## config.mk

```make
export PLATFORM = sky130hd
export DESIGN_NAME = hamming_sec_codec_core
export DESIGN_NICKNAME = d
export VERILOG_FILES = /design/src/hw/rtl/hsc_pkg.sv /design/src/hw/rtl/hsc_fix.sv /design/src/hw/rtl/hamming_sec_codec_core.sv
export SDC_FILE = /design/constraint.sdc
export NUM_CORES = 1
export LEC_CHECK = 0
export ABC_CLOCK_PERIOD_IN_PS = 1900
export BUFFER_PORTS_ARGS = -buffer_cell sky130_fd_sc_hd__buf_2
export CORE_ASPECT_RATIO = 1.25
export CORE_MARGIN = 4
export CORE_UTILIZATION = 45
export DETAILED_ROUTE_END_ITERATION = 16
export GPL_TIMING_DRIVEN = 1
export PLACE_DENSITY = 0.72
export SETUP_SLACK_MARGIN = 0.2
export SLEW_MARGIN = 20
export SYNTH_ARGS = -nofsm -noshare
export SYNTH_HDL_FRONTEND = slang
export SYNTH_SLANG_ARGS = --single-unit
```

## constraint.sdc

```tcl
create_clock -name clk -period 1.9 [get_ports clk]
set_input_delay 0.38 -clock clk [delete_from_list [all_inputs] [get_ports clk]]
set_output_delay 0.38 -clock clk [all_outputs]
set_load 0.05 [all_outputs]
```

## src/hw/rtl/hsc_pkg.sv

```systemverilog
// ----------------------------------------------------------------------------
// hsc_pkg: shared constants, types and functions of the hamming sec codec
// sizes of the code, result record and the position map helpers
// ----------------------------------------------------------------------------
`default_nettype none

package hsc_pkg;

    localparam int DATA_BYTES = 4;
    localparam int KBITS      = 8 * DATA_BYTES;

    // fewest check bits r with k + r + 1 <= 2^r
    function automatic int calc_rbits(input int k);
        int r;
        r = 0;
        while (k + r + 1 > (1 << r)) begin
            r = r + 1;
        end
        return r;
    endfunction

    localparam int RBITS = calc_rbits(KBITS);
    localparam int NBITS = KBITS + RBITS;

    typedef logic [KBITS-1:0] data_t;
    typedef logic [NBITS-1:0] code_t;
    typedef logic [RBITS-1:0] syn_t;

    typedef struct packed {
        code_t code;
        data_t data;
        syn_t  syndrome;
        logic  corrected;
        logic  uncorrectable;
    } hsc_result_t;

    function automatic logic is_pow2(input int p);
        return ((p & (p - 1)) == 0);
    endfunction

    // data bits into the non-power-of-two positions, msb first; check slots zero
    function automatic code_t place_data(input data_t d);
        code_t w;
        int    di;
        w  = '0;
        di = 0;
        for (int p = 1; p <= NBITS; p++) begin
            if (!is_pow2(p)) begin
                w[NBITS-p] = d[KBITS-1-di];
                di = di + 1;
            end
        end
        return w;
    endfunction

    // pull the data bits back out of the non-power-of-two positions
    function automatic data_t extract_data(input code_t w);
        data_t d;
        int    di;
        d  = '0;
        di = 0;
        for (int p = 1; p <= NBITS; p++) begin
            if (!is_pow2(p)) begin
                d[KBITS-1-di] = w[NBITS-p];
                di = di + 1;
            end
        end
        return d;
    endfunction

    // xor of the positions of all set bits: one parity tree per syndrome bit
    function automatic syn_t calc_syndrome(input code_t w);
        syn_t s;
        s = '0;
        for (int p = 1; p <= NBITS; p++) begin
            if (w[NBITS-p]) begin
                s = s ^ syn_t'(p);
            end
        end
        return s;
    endfunction

    // check bits of the syndrome placed at positions 2^j
    function automatic code_t place_checks(input syn_t s);
        code_t w;
        w = '0;
        for (int j = 0; j < RBITS; j++) begin
            w[NBITS-(1<<j)] = s[j];
        end
        return w;
    endfunction

    // one-hot flip mask for the addressed position, empty when out of range
    function automatic code_t flip_mask(input syn_t s);
        code_t w;
        w = '0;
        for (int p = 1; p <= NBITS; p++) begin
            w[NBITS-p] = (s == syn_t'(p));
        end
        return w;
    endfunction

endpackage

`default_nettype wire

```

## src/hw/rtl/hsc_fix.sv

```systemverilog
// ----------------------------------------------------------------------------
// hsc_fix: final step of the codec
// adds check bits (encode) or flips the addressed bit (correct), extracts data
// ----------------------------------------------------------------------------
`default_nettype none

module hsc_fix (
    input  wire logic               mode,
    input  wire hsc_pkg::code_t     word,
    input  wire hsc_pkg::syn_t      syn,
    output hsc_pkg::hsc_result_t    result
);
    import hsc_pkg::*;

    code_t fixed_word;
    logic  in_range;
    logic  beyond;

    assign in_range = (syn != '0) && (syn <= syn_t'(NBITS));
    assign beyond   = (syn > syn_t'(NBITS));

    always_comb
    begin
        if (mode) begin
            fixed_word = word ^ flip_mask(syn);
        end
        else begin
            fixed_word = word | place_checks(syn);
        end
    end

    always_comb
    begin
        result.code          = fixed_word;
        result.data          = extract_data(fixed_word);
        result.syndrome      = mode ? syn : '0;
        result.corrected     = mode & in_range;
        result.uncorrectable = mode & beyond;
    end

endmodule

`default_nettype wire

```

## src/hw/rtl/hamming_sec_codec_core.sv

```systemverilog
// ----------------------------------------------------------------------------
// hamming_sec_codec_core: hamming single-error-correcting encoder/corrector
// three-stage pipeline with valid/ready on input and output
// ----------------------------------------------------------------------------
//
//  channel | direction | handshake            | payload
//  --------+-----------+----------------------+-----------------------------------
//  input   | in        | in_valid / in_ready  | mode, data_word, code_word
//  output  | out       | out_valid / out_ready| code_out, data_out, syndrome,
//          |           |                      | corrected, uncorrectable
//
//  one item per clock sustained while the output is not stalled; an item
//  passes through three register stages in order (word build, syndrome
//  parity trees, fix-up and extract), the first loaded at the accepting
//  edge and the last being the output register.
//  reset clears the three stage valid bits only; there is no state to clear.
//  a stall at the output backs up stage by stage; a stage takes a new item
//  whenever it is empty or its item moves on in the same cycle.
// ----------------------------------------------------------------------------
`default_nettype none

module hamming_sec_codec_core (
    input  wire logic           clk,
    input  wire logic           rst_n,
    // input channel
    input  wire logic           in_valid,
    output logic                in_ready,
    input  wire logic           mode,
    input  wire hsc_pkg::data_t data_word,
    input  wire hsc_pkg::code_t code_word,
    // output channel
    output logic                out_valid,
    input  wire logic           out_ready,
    output hsc_pkg::code_t      code_out,
    output hsc_pkg::data_t      data_out,
    output hsc_pkg::syn_t       syndrome,
    output logic                corrected,
    output logic                uncorrectable
);
    import hsc_pkg::*;

    // stage 1: working word (data placed into code positions, or received word)
    logic        s1_valid_reg, s1_valid_next;
    logic        s1_mode_reg;
    code_t       s1_word_reg;
    // stage 2: word plus its syndrome
    logic        s2_valid_reg, s2_valid_next;
    logic        s2_mode_reg;
    code_t       s2_word_reg;
    syn_t        s2_syn_reg;
    // stage 3: output register
    logic        s3_valid_reg, s3_valid_next;
    hsc_result_t s3_result_reg;

    hsc_result_t fix_result;

    logic s1_ready;
    logic s2_ready;
    logic s3_ready;

    // a stage can load when it is empty or its item leaves this cycle
    assign s3_ready = !s3_valid_reg || out_ready;
    assign s2_ready = !s2_valid_reg || s3_ready;
    assign s1_ready = !s1_valid_reg || s2_ready;
    assign in_ready = s1_ready;

    assign s1_valid_next = s1_ready ? in_valid     : s1_valid_reg;
    assign s2_valid_next = s2_ready ? s1_valid_reg : s2_valid_reg;
    assign s3_valid_next = s3_ready ? s2_valid_reg : s3_valid_reg;

    always_ff @(posedge clk or negedge rst_n)
    begin
        if (!rst_n) begin
            s1_valid_reg <= 1'b0;
            s2_valid_reg <= 1'b0;
            s3_valid_reg <= 1'b0;
        end
        else begin
            s1_valid_reg <= s1_valid_next;
            s2_valid_reg <= s2_valid_next;
            s3_valid_reg <= s3_valid_next;
        end
    end

    // stage 1: encode places data bits with empty check slots, so the
    // syndrome of that word is exactly the set of check bits to add
    always_ff @(posedge clk)
    begin
        if (s1_ready && in_valid) begin
            s1_mode_reg <= mode;
            s1_word_reg <= mode ? code_word : place_data(data_word);
        end
    end

    // stage 2: parity trees
    always_ff @(posedge clk)
    begin
        if (s2_ready && s1_valid_reg) begin
            s2_mode_reg <= s1_mode_reg;
            s2_word_reg <= s1_word_reg;
            s2_syn_reg  <= calc_syndrome(s1_word_reg);
        end
    end

    // stage 3: check insertion or single-bit correction, data extraction
    hsc_fix u_fix (
        .mode   (s2_mode_reg),
        .word   (s2_word_reg),
        .syn    (s2_syn_reg),
        .result (fix_result)
    );

    always_ff @(posedge clk)
    begin
        if (s3_ready && s2_valid_reg) begin
            s3_result_reg <= fix_result;
        end
    end

    assign out_valid     = s3_valid_reg;
    assign code_out      = s3_result_reg.code;
    assign data_out      = s3_result_reg.data;
    assign syndrome      = s3_result_reg.syndrome;
    assign corrected     = s3_result_reg.corrected;
    assign uncorrectable = s3_result_reg.uncorrectable;

endmodule

`default_nettype wire

```

Word level (Yosys, flattened, before mapping)
Index checks and enable logic that the tools add are counted.
{"block": "op_classes", "muxes": 201, "bitwise": 41, "n_reduce_logical": 11, "eq_ne": 38, "n_addsub": 61, "n_lt_le_gt_ge": 33}
{"operator": "32-bit by 7-bit < comparator with 1-bit output (second input constant)", "count": 31}
{"operator": "32-bit 2-to-1 mux", "count": 31}
{"operator": "6-bit by 32-bit subtractor with 32-bit output (first input constant)", "count": 31}
{"operator": "32-bit by 2-bit adder with 32-bit output (second input constant)", "count": 30}
{"operator": "6-bit 2-to-1 mux", "count": 44}
{"operator": "1-bit binary-select mux with 5-bit select", "count": 31}
{"operator": "6-bit by 5-bit == test with 1-bit output (second input constant)", "count": 16}
{"operator": "5-bit 2-to-1 mux", "count": 16}
{"operator": "1-bit 2-to-1 mux", "count": 63}
{"operator": "6-bit by 4-bit == test with 1-bit output (second input constant)", "count": 8}
{"operator": "6-bit == test (second input constant)", "count": 7}
{"operator": "3-bit NOT", "count": 13}
{"operator": "38-bit 2-to-1 mux", "count": 1}
{"operator": "38-bit OR", "count": 1}
{"operator": "38-bit XOR", "count": 1}
{"operator": "36-bit 2-to-1 mux", "count": 1}
{"operator": "4-bit 2-to-1 mux", "count": 8}
{"operator": "2-bit NOT", "count": 13}
{"operator": "6-bit by 3-bit == test with 1-bit output (second input constant)", "count": 4}
{"operator": "4-bit NOT", "count": 5}
{"operator": "6-bit by 2-bit == test with 1-bit output (second input constant)", "count": 2}
{"operator": "3-bit 2-to-1 mux", "count": 4}
{"operator": "6-bit by 1-bit == test with 1-bit output (second input constant)", "count": 1}
{"operator": "6-bit > comparator (second input constant)", "count": 1}
{"operator": "9 further kinds", "count": 22}
{"block": "word_totals", "inputBits": 75, "word_cells": 399, "reg_bits": 165, "output_inout_bits": 80}

Longest topological paths before layout
Gate-level depths: netlist (run 1).
{"block": "depth", "ltp_word": 115, "ltp_mapped": 6}

Modules after synthesis
From an unflattened synthesis (run 1), not the netlist that was laid out.
{"block": "hier_totals", "cells_unflattened": 436, "area_unflattened_um2": 7150.6}
{"module": "hamming_sec_codec_core", "instances": 1, "seq_area_each_um2": 4939.7, "area_per_inst_um2": 6017.0, "cells_per_inst": 276}
{"module": "hsc_fix", "instances": 1, "seq_area_each_um2": 0.0, "area_per_inst_um2": 1133.6, "cells_per_inst": 160}

Worst setup path before layout (run 1)
Ideal clock, no wire load.
{"block": "synth_path", "path_type": "register -> register", "from": "register s3_valid_reg, in the netlist out_valid", "to": "register s1_mode_reg, enable pin", "path_slack_ps": -729, "setup_time_ps": 400, "n_path_buf": 0, "t_arrival_ps": 2229, "stages_incl_launch_ff": 4, "synth_period_minus_slack_ps": 2629, "path_cell_list": "dfrtp_1 -> nor2b_1 -> nand3_1 -> and2_1"}
{"block": "synth_between", "elab_chain_len": 5}
{"item": "from (decl)", "line": "hamming_sec_codec_core.sv:52", "rtl": "logic s3_valid_reg, s3_valid_next;"}
{"item": "from (signal assigned)", "line": "hamming_sec_codec_core.sv:81", "rtl": "s3_valid_reg <= s3_valid_next;"}
{"item": "1-bit logical NOT", "line": "hamming_sec_codec_core.sv:62", "rtl": "assign s3_ready = !s3_valid_reg || out_ready;"}
{"item": "1-bit logical OR", "line": "hamming_sec_codec_core.sv:62"}
{"item": "1-bit logical OR", "line": "hamming_sec_codec_core.sv:63", "rtl": "assign s2_ready = !s2_valid_reg || s3_ready;"}
{"item": "1-bit logical OR", "line": "hamming_sec_codec_core.sv:64", "rtl": "assign s1_ready = !s1_valid_reg || s2_ready;"}
{"item": "named net in_ready", "line": "hamming_sec_codec_core.sv:27", "rtl": "output logic in_ready,"}
{"item": "1-bit logical AND", "line": "hamming_sec_codec_core.sv:89", "rtl": "if (s1_ready && in_valid) begin"}
{"item": "to (signal assigned)", "line": "hamming_sec_codec_core.sv:90", "rtl": "s1_mode_reg <= mode;"}
{"item": "to (decl)", "line": "hamming_sec_codec_core.sv:44", "rtl": "logic s1_mode_reg;"}
The timed path passes the listed nets, and every way through them passes these cells.
A chain may end at the register's enable or synchronous reset.

Worst setup path after layout (run 1)
{"block": "layout_path", "from": "register s1_word_reg[9]", "to": "register s2_syn_reg[3], data pin"}
{"block": "layout_between", "elab_chain_len": 21}
{"item": "from (decl)", "line": "hamming_sec_codec_core.sv:45", "rtl": "code_t s1_word_reg;"}
{"item": "from (signal assigned)", "line": "hamming_sec_codec_core.sv:91", "rtl": "s1_word_reg <= mode ? code_word : place_data(data_word);"}
{"item": "5-bit 2-to-1 mux *", "line": "hsc_pkg.sv:76", "rtl": "if (w[NBITS-p]) begin"}
{"item": "6-bit 2-to-1 mux *", "line": "hamming_sec_codec_core.sv:98", "rtl": "if (s2_ready && s1_valid_reg) begin"}
{"item": "4-bit NOT (no line)"}
{"item": "5-bit 2-to-1 mux *", "line": "hsc_pkg.sv:76"}
{"item": "6-bit 2-to-1 mux *", "line": "hamming_sec_codec_core.sv:98"}
{"item": "5-bit NOT (no line)"}
{"item": "5-bit 2-to-1 mux *", "line": "hsc_pkg.sv:76"}
{"item": "6-bit 2-to-1 mux *", "line": "hamming_sec_codec_core.sv:98"}
{"item": "[5 not listed]"}
{"item": "6-bit 2-to-1 mux *", "line": "hamming_sec_codec_core.sv:98"}
{"item": "6-bit 2-to-1 mux *", "line": "hsc_pkg.sv:76"}
{"item": "6-bit 2-to-1 mux *", "line": "hamming_sec_codec_core.sv:98"}
{"item": "6-bit 2-to-1 mux *", "line": "hsc_pkg.sv:76"}
{"item": "6-bit 2-to-1 mux *", "line": "hamming_sec_codec_core.sv:98"}
{"item": "6-bit 2-to-1 mux *", "line": "hsc_pkg.sv:76"}
{"item": "6-bit 2-to-1 mux *", "line": "hamming_sec_codec_core.sv:98"}
{"item": "6-bit 2-to-1 mux *", "line": "hsc_pkg.sv:76"}
{"item": "to (signal assigned)", "line": "hamming_sec_codec_core.sv:101", "rtl": "s2_syn_reg <= calc_syndrome(s1_word_reg);"}
{"item": "to (decl)", "line": "hamming_sec_codec_core.sv:50", "rtl": "syn_t s2_syn_reg;"}
Every way passes the cells marked *; elsewhere a longest branch is shown, timed or not. The select of a mux whose other input is x is not followed.

==> results of run 1 <==
## metrics by stage
stage / power (mW) / cell area [sq um]
after detailed placement: 6.674 / 6939
after global routing: 10.15 / 7676
after floorplan: 6.068 / 6116
after global placement: 6.611 / 6939
final: 9.731 / 7676
after CTS: 9.607 / 7540
## kinds of logic after synthesis
kind of cell    synth area share, %
compound gates                1.747
xor+xnor                      14.37
buf+inv                       4.913
flops                         65.36
mux                           6.249
simple gates                  7.359
## synthesized netlist by cell type (4+ instances only)
library cell and number:
buf_4 32, xnor3_1 4, nor2_1 21, xor2_1 24, nand3_1 10, a21oi_1 7, and2_1 14, a31oi_1 4
nand2b_1 7, edfxtp_1 130, nand2_1 16, mux2_2 32, nor2b_1 5, nor3_1 4, clkbuf_1 11, xnor2_1 61
## layout make-up
cell class                 count  area (sq um)
clock inverter                11         86.33
tap                          171         214.0
inverter                       1         3.754
clock buffer                  21         440.4
timing repair buffer         178         991.0
fill                        1055          5555
multi-input combinational    229          1961
sequential                   133          3980
## per-layer routing
layer	global-route usage, %	up-vias	wire length [um]
met4	6.013	0	112
met1	17.87	1624	4655
met2	27.07	118	6412
met3	3.016	6	639
li1	-	1722	-
met5	0	-	0
## timing repair
action                                 in CTS  in global routing
pin swaps                                   2                  3
hold buffers                                1                  0
setup buffers                               1                  9
setup endpoints to repair                   6                 30
endpoints found under the hold margin       3                  0
resized for setup                           9                 13
## worst paths after layout
check                      slack, ps             to      startpoint  depth (start not counted)
min                              180   s1_valid_reg        in_valid                          2
max in group asynchronous       1490      out_valid           rst_n                          2
min reg2reg                      420    s2_mode_reg     s1_mode_reg                          0
min in group asynchronous        300      out_valid           rst_n                          2
max                              160  s2_syn_reg[3]  s1_word_reg[9]                          4
max reg2reg                      160  s2_syn_reg[3]  s1_word_reg[9]                          4
## layout by cell type, fill, tap and decap left out, drive strengths merged, types with 2 or more instances in the layout
cell / synthesis / final
a21oi: 7 / 7
nand2b: 7 / 7
xor2: 24 / 24
xnor2: 62 / 62
nor2b: 5 / 5
dfrtp: 3 / 3
clkinv: 0 / 9
or3: 2 / 2
nand2: 16 / 16
edfxtp: 130 / 130
a31oi: 4 / 4
buf: 35 / 177
nand3: 10 / 10
nor2: 21 / 21
nor3b: 2 / 2
o21ai: 2 / 2
nor3: 4 / 4
o41ai: 3 / 3
clkbuf: 11 / 21
xnor3: 5 / 5
and2: 14 / 14
mux2i: 2 / 2
mux2: 32 / 32
## report_power, final
group	total [mW]	switching [mW]	internal, mW
clock	2.90	1.13	1.78
combinational	2.84	1.80	1.05
sequential	3.98	0.239	3.75
total	9.73	3.16	6.57
==> flow_summary.toml, run 1 <==
[placed_design]
gp_congestion = 0.8341
place_ws_ps = 98.64
io_buffers = 154
place_hpwl_mm = 8.822
placed_cells = 701

[cts]
htreeDepth = 4
numCtsBuffers = 17
cts_tree = "done"
cts_root_buffer = "clkbuf_16"
cts_buffer_depth = 2
clk_pin_slew_ps = 60
clk_latency_ps = 400
cts_sinks = 133

[power]
vdd_ir_drop_max_v = 0.0006039
p_leak_nw = 3.006
cellPowerDensity_nw_per_um2 = 1268

[setup_path]
cp_max_fo = 3
slowest_stage = "edfxtp_1"
crit_required_ps = 2040
path_cells = "xor2_2 > xnor3_1 > xnor2_2 > xnor2_1"
criticalPathCategory = "reg -> reg"
start_kind = "flip-flop"
end_kind = "flip-flop"
cpPeakStageDelay_ps = 490
critPathBufInv = 0
cpLargestDelayFamily = "XOR/XNOR gates"
cp_data_arrival_time_ps = 1880

[floorplanning]
start_util_pct = 46.00
placeableCoreArea_sq_um = 13230
fp-row-count = 47
die_area_sq_um = 15460
die_width_um = 112.0
io_pins = 155
dieHeight_um = 138.0

[run]
cap_violations = 0

[global_routing]
grt_pass1_vias = 3629
grt_max_degree = 47
overflow = 0
grt_pass1_wl_mm = 18.33
antenna_found_initial = 0
grt_util_all_layers_pct = 15.16

[yosys]
yosysSeqAreaShare_pct = 65.36
synthTopCellsByArea = "edfxtp_1 64%, xnor2_1 8.8%, mux2_2 5.9%"
syn_avg_cell_area_sq_um = 14.88
ys_ff_latch = 133
synth_fp_nets = 484
synth_top_area_cell = "edfxtp_1"
yosysWarnings = 0
synthCells = 409
synth.cell_area_sq_um = 6087
synthArstFlopShare_pct = 2.256
synth_enable_flop_cells = 130
synth_top_area_share_pct = 64.13
synth_top_flop_cell = "edfxtp_1"
synth.distinct_cells = 35

[drt]
viasPerCell = 4.664
drt.antenna.violating_nets = 0
routed-via-count = 3470
drt_iter0_drc = 161
wirelength_mm = 11.82
drc = 0
dr.pass1.iters = 4
routedWlPerCell_um = 15.89

[timing]
finalSetupViolCount = 0
tightest_slew_ps = 579.2
hold_viol = 0
hold_ws_ps = 182.6
fin_tns_setup_ps = 0
setup_ws_ps = 160.0
final.min_clock_period_ps = 1740
relSlewSlack_pct = 61.39
period_share_pct = 91.58
rsz0062_at_grt = "yes"
skew_ps = 9.214
fmax_ghz = 0.5747
maxSlewViolCount = 0

[final_layout]
nNetsFinal = 635
post-route-util_pct = 58.01
syn_to_final_growth_pct = 26.10
final_cells = 744
drive_above_1_share_pct = 46.07
antenna_cells = 0

[hold_path]
hp-class = "in -> reg"

[outcome]
run_status = "finished clean"
Power figures use the tool's default switching activity.
==> run 2: changes to the inputs <==
PLACE_DENSITY = 0.71   (was 0.72)
RECOVER_POWER = 100   (was default)
SYNTH_HIERARCHICAL = 1   (was default)
==> run 2 against run 1 <==
Compared with the run above:
- sequential share of layout area up 6.0 points
- non-clock buffer count up 5
- sequential power up 24%
- die area up 16%
- worst hold slack worse by 16 ps
- register-to-register slack worse by 20 ps
- wire length up 12%
- clock power up 9.7%
- first-iteration DRC count down 7.5%
==> flow_summary.toml, run 2 <==
[outcome]
run_status = "finished clean"

[global_routing]
grt_max_degree = 47
antenna_found_initial = 0
overflow = 0
grt_util_all_layers_pct = 14.82
grt_pass1_vias = 3796
grt_pass1_wl_mm = 20.09

[power]
vdd_ir_drop_max_v = 0.0007204
p_sw_mw = 3.437
cellInternalPower_mw = 7.376
p_seq_share_pct = 45.7
combPwrFrac_pct = 24.9
p_leak_nw = 3.002
swShare_pct = 31.79
clkPwrFrac_pct = 29.4
cellPowerDensity_nw_per_um2 = 1266

[timing]
skew_ps = 11.69
finalSetupViolCount = 0
period_share_pct = 92.78
tightest_slew_ps = 865.5
maxSlewViolCount = 0
fmax_ghz = 0.5673
rsz0062_at_grt = "yes"
hold_ws_ps = 166.2
relSlewSlack_pct = 42.30
hold_viol = 0
final.min_clock_period_ps = 1763
fin_tns_setup_ps = 0

[drt]
routed-via-count = 3787
wirelength_mm = 13.19
drt.antenna.violating_nets = 0
drc = 0
drt_iter0_drc = 149
dr.pass1.iters = 4
viasPerCell = 4.658
routedWlPerCell_um = 16.23

[floorplanning]
die_width_um = 120.8
io_pins = 155
dieHeight_um = 148.9
fp-row-count = 51
placeableCoreArea_sq_um = 15570
die_area_sq_um = 17980
start_util_pct = 45.93

[placed_design]
io_buffers = 154
place_hpwl_mm = 9.828
placed_cells = 762
gp_congestion = 0.8314

[yosys]
syn_avg_cell_area_sq_um = 16.40
synth_enable_flop_cells = 162
synth_top_area_share_pct = 68.03
synth_top_area_cell = "edfxtp_1"
synthArstFlopShare_pct = 1.818
synth_fp_nets = 511
synthMostInstantiatedCell = "edfxtp_1"
synth_top_flop_cell = "edfxtp_1"
synth.distinct_cells = 42
ys_ff_latch = 165
yosysWarnings = 6
synthCells = 436
synth_commonest_cells = "162 x edfxtp_1, 76 x xnor2_1, 33 x buf_4, 32 x mux2_2, 23 x nand3_1"
synthTopCellsByArea = "edfxtp_1 68%, xnor2_1 9.3%, mux2_2 5.0%"
yosysSeqAreaShare_pct = 69.08
synth.cell_area_sq_um = 7151

[run]
cap_violations = 0

[cts]
numCtsBuffers = 17
cts_buffer_depth = 2
cts_root_buffer = "clkbuf_16"
htreeDepth = 4
clk_latency_ps = 420
cts_tree = "done"
cts_sinks = 165
clk_pin_slew_ps = 60

[final_layout]
drive_above_1_share_pct = 28.45
nNetsFinal = 663
syn_to_final_growth_pct = 19.42
final_cell_mix = "162 x edfxtp_1, 89 x clkbuf_1, 73 x buf_2, 71 x xnor2_1, 28 x mux2_2"
antenna_cells = 0
final_cells = 813
layout_commonest_cell = "edfxtp_1"

[setup_path]
end_kind = "flip-flop"
cp_max_fo = 11
cp_data_arrival_time_ps = 1930
rr_endpoint = "code_out[6]"
crit_required_ps = 2070
start_kind = "flip-flop"
reg2reg_slack_ps = 140
criticalPathCategory = "reg -> reg"
reg2reg_depth = 4
r2r-start = "s2_syn_reg[3]"

[hold_path]
min_path_cells = 2
hp-start = "in_valid"
hp-class = "in -> reg"
hold_end = "s1_valid_reg"
## run 2: cell count changes in the layout (fill, tap and decap cells not counted), sizes merged, moves of 13 or more
cell,before,now
clkbuf,21,115
buf,177,84
edfxtp,130,162
nor2,21,4
xnor2,62,77
xor2,24,9
nand3,10,23
## run 2: metal layers
| metal | part of all wire (%) | routed length (um) | global-route usage, % | vias to the layer above |
|---|---|---|---|---|
| met3 | 5.4 | 717 | 4.211 | 16 |
| met2 | 52 | 6830 | 24.76 | 120 |
| met1 | 41 | 5424 | 17.83 | 1794 |
| met4 | 1.7 | 221 | 6.803 | 0 |
| li1 | - | - | - | 1857 |
| met5 | 0 | 0 | 0 | - |
## run 2: critical path: stages (launching register included)
cell and delay [ps]:
edfxtp_1 400, clkbuf_1 270, or4_1 560, nor3_1 200
nor3_1 80
## run 2: cell families (layout without fill, tap and decap cells)
group | Yosys count | count (layout) | share of synthesized area (%)
and+or+nand+nor | 84 | 84 | 7.402
xor gates and xnor gates | 91 | 91 | 12.37
muxes | 34 | 34 | 5.319
buffers and inverters | 52 | 217 | 4.724
DFF | 165 | 165 | 69.08
AOI/OAI and AO/OA | 10 | 10 | 1.102
## run 2: per-stage QoR
stage,worst slack [ps],cell area (sq um),utilization (%),total power [mW]
2_1_floorplan,234.0,7172,-,7.187
3_3_place_gp,206.3,7978,51.24,7.621
3_5_place_dp,131.4,7978,51.24,7.677
4_1_cts,160.6,8602,55.25,10.90
5_1_grt,67.03,8539,54.85,11.28
6_report,137.2,8539,54.85,10.81
## run 2: how the worst max path moves through the flow
stage / start / end / slack, ps
after floorplan: out_valid / s1_mode_reg / 230
after global placement: s1_word_reg[33] / s2_syn_reg[0] / 210
after detailed placement: s1_word_reg[25] / s2_syn_reg[0] / 130
after CTS: s1_word_reg[25] / s2_syn_reg[0] / 160
after global routing: out_valid / in_ready / 70
final: s2_syn_reg[3] / code_out[6] / 140
## run 2: repair_timing
| action | CTS | global route |
|---|---|---|
| gates resized for setup | 7 | 6 |
| endpoints found under the setup margin | 4 | 41 |
| hold buffers | 1 | 0 |
| pin swaps | 2 | 7 |
| hold endpoints to repair | 3 | 0 |
| buffers inserted | 2 | 16 |
## run 2: final cells by class
cell class / instances / area, sq um
Timing Repair Buffer: 183 / 854.6
Tap cell: 212 / 265.3
Sequential cell: 165 / 4941
Inverter: 2 / 7.507
Multi-Input combinational cell: 219 / 1914
Clock buffer: 17 / 425.4
Clock inverter: 15 / 131.4
Fill cell: 1319 / 7030
## run 2: power groups by stage
stage	Sequential (mW)	Combinational [mW]	Clock, mW
after floorplan	5.66	1.52	0
after global placement	5.09	2.53	0
after detailed placement	5.11	2.57	0
after CTS	5.03	2.61	3.25
after global routing	4.99	2.88	3.41
final	4.94	2.69	3.18
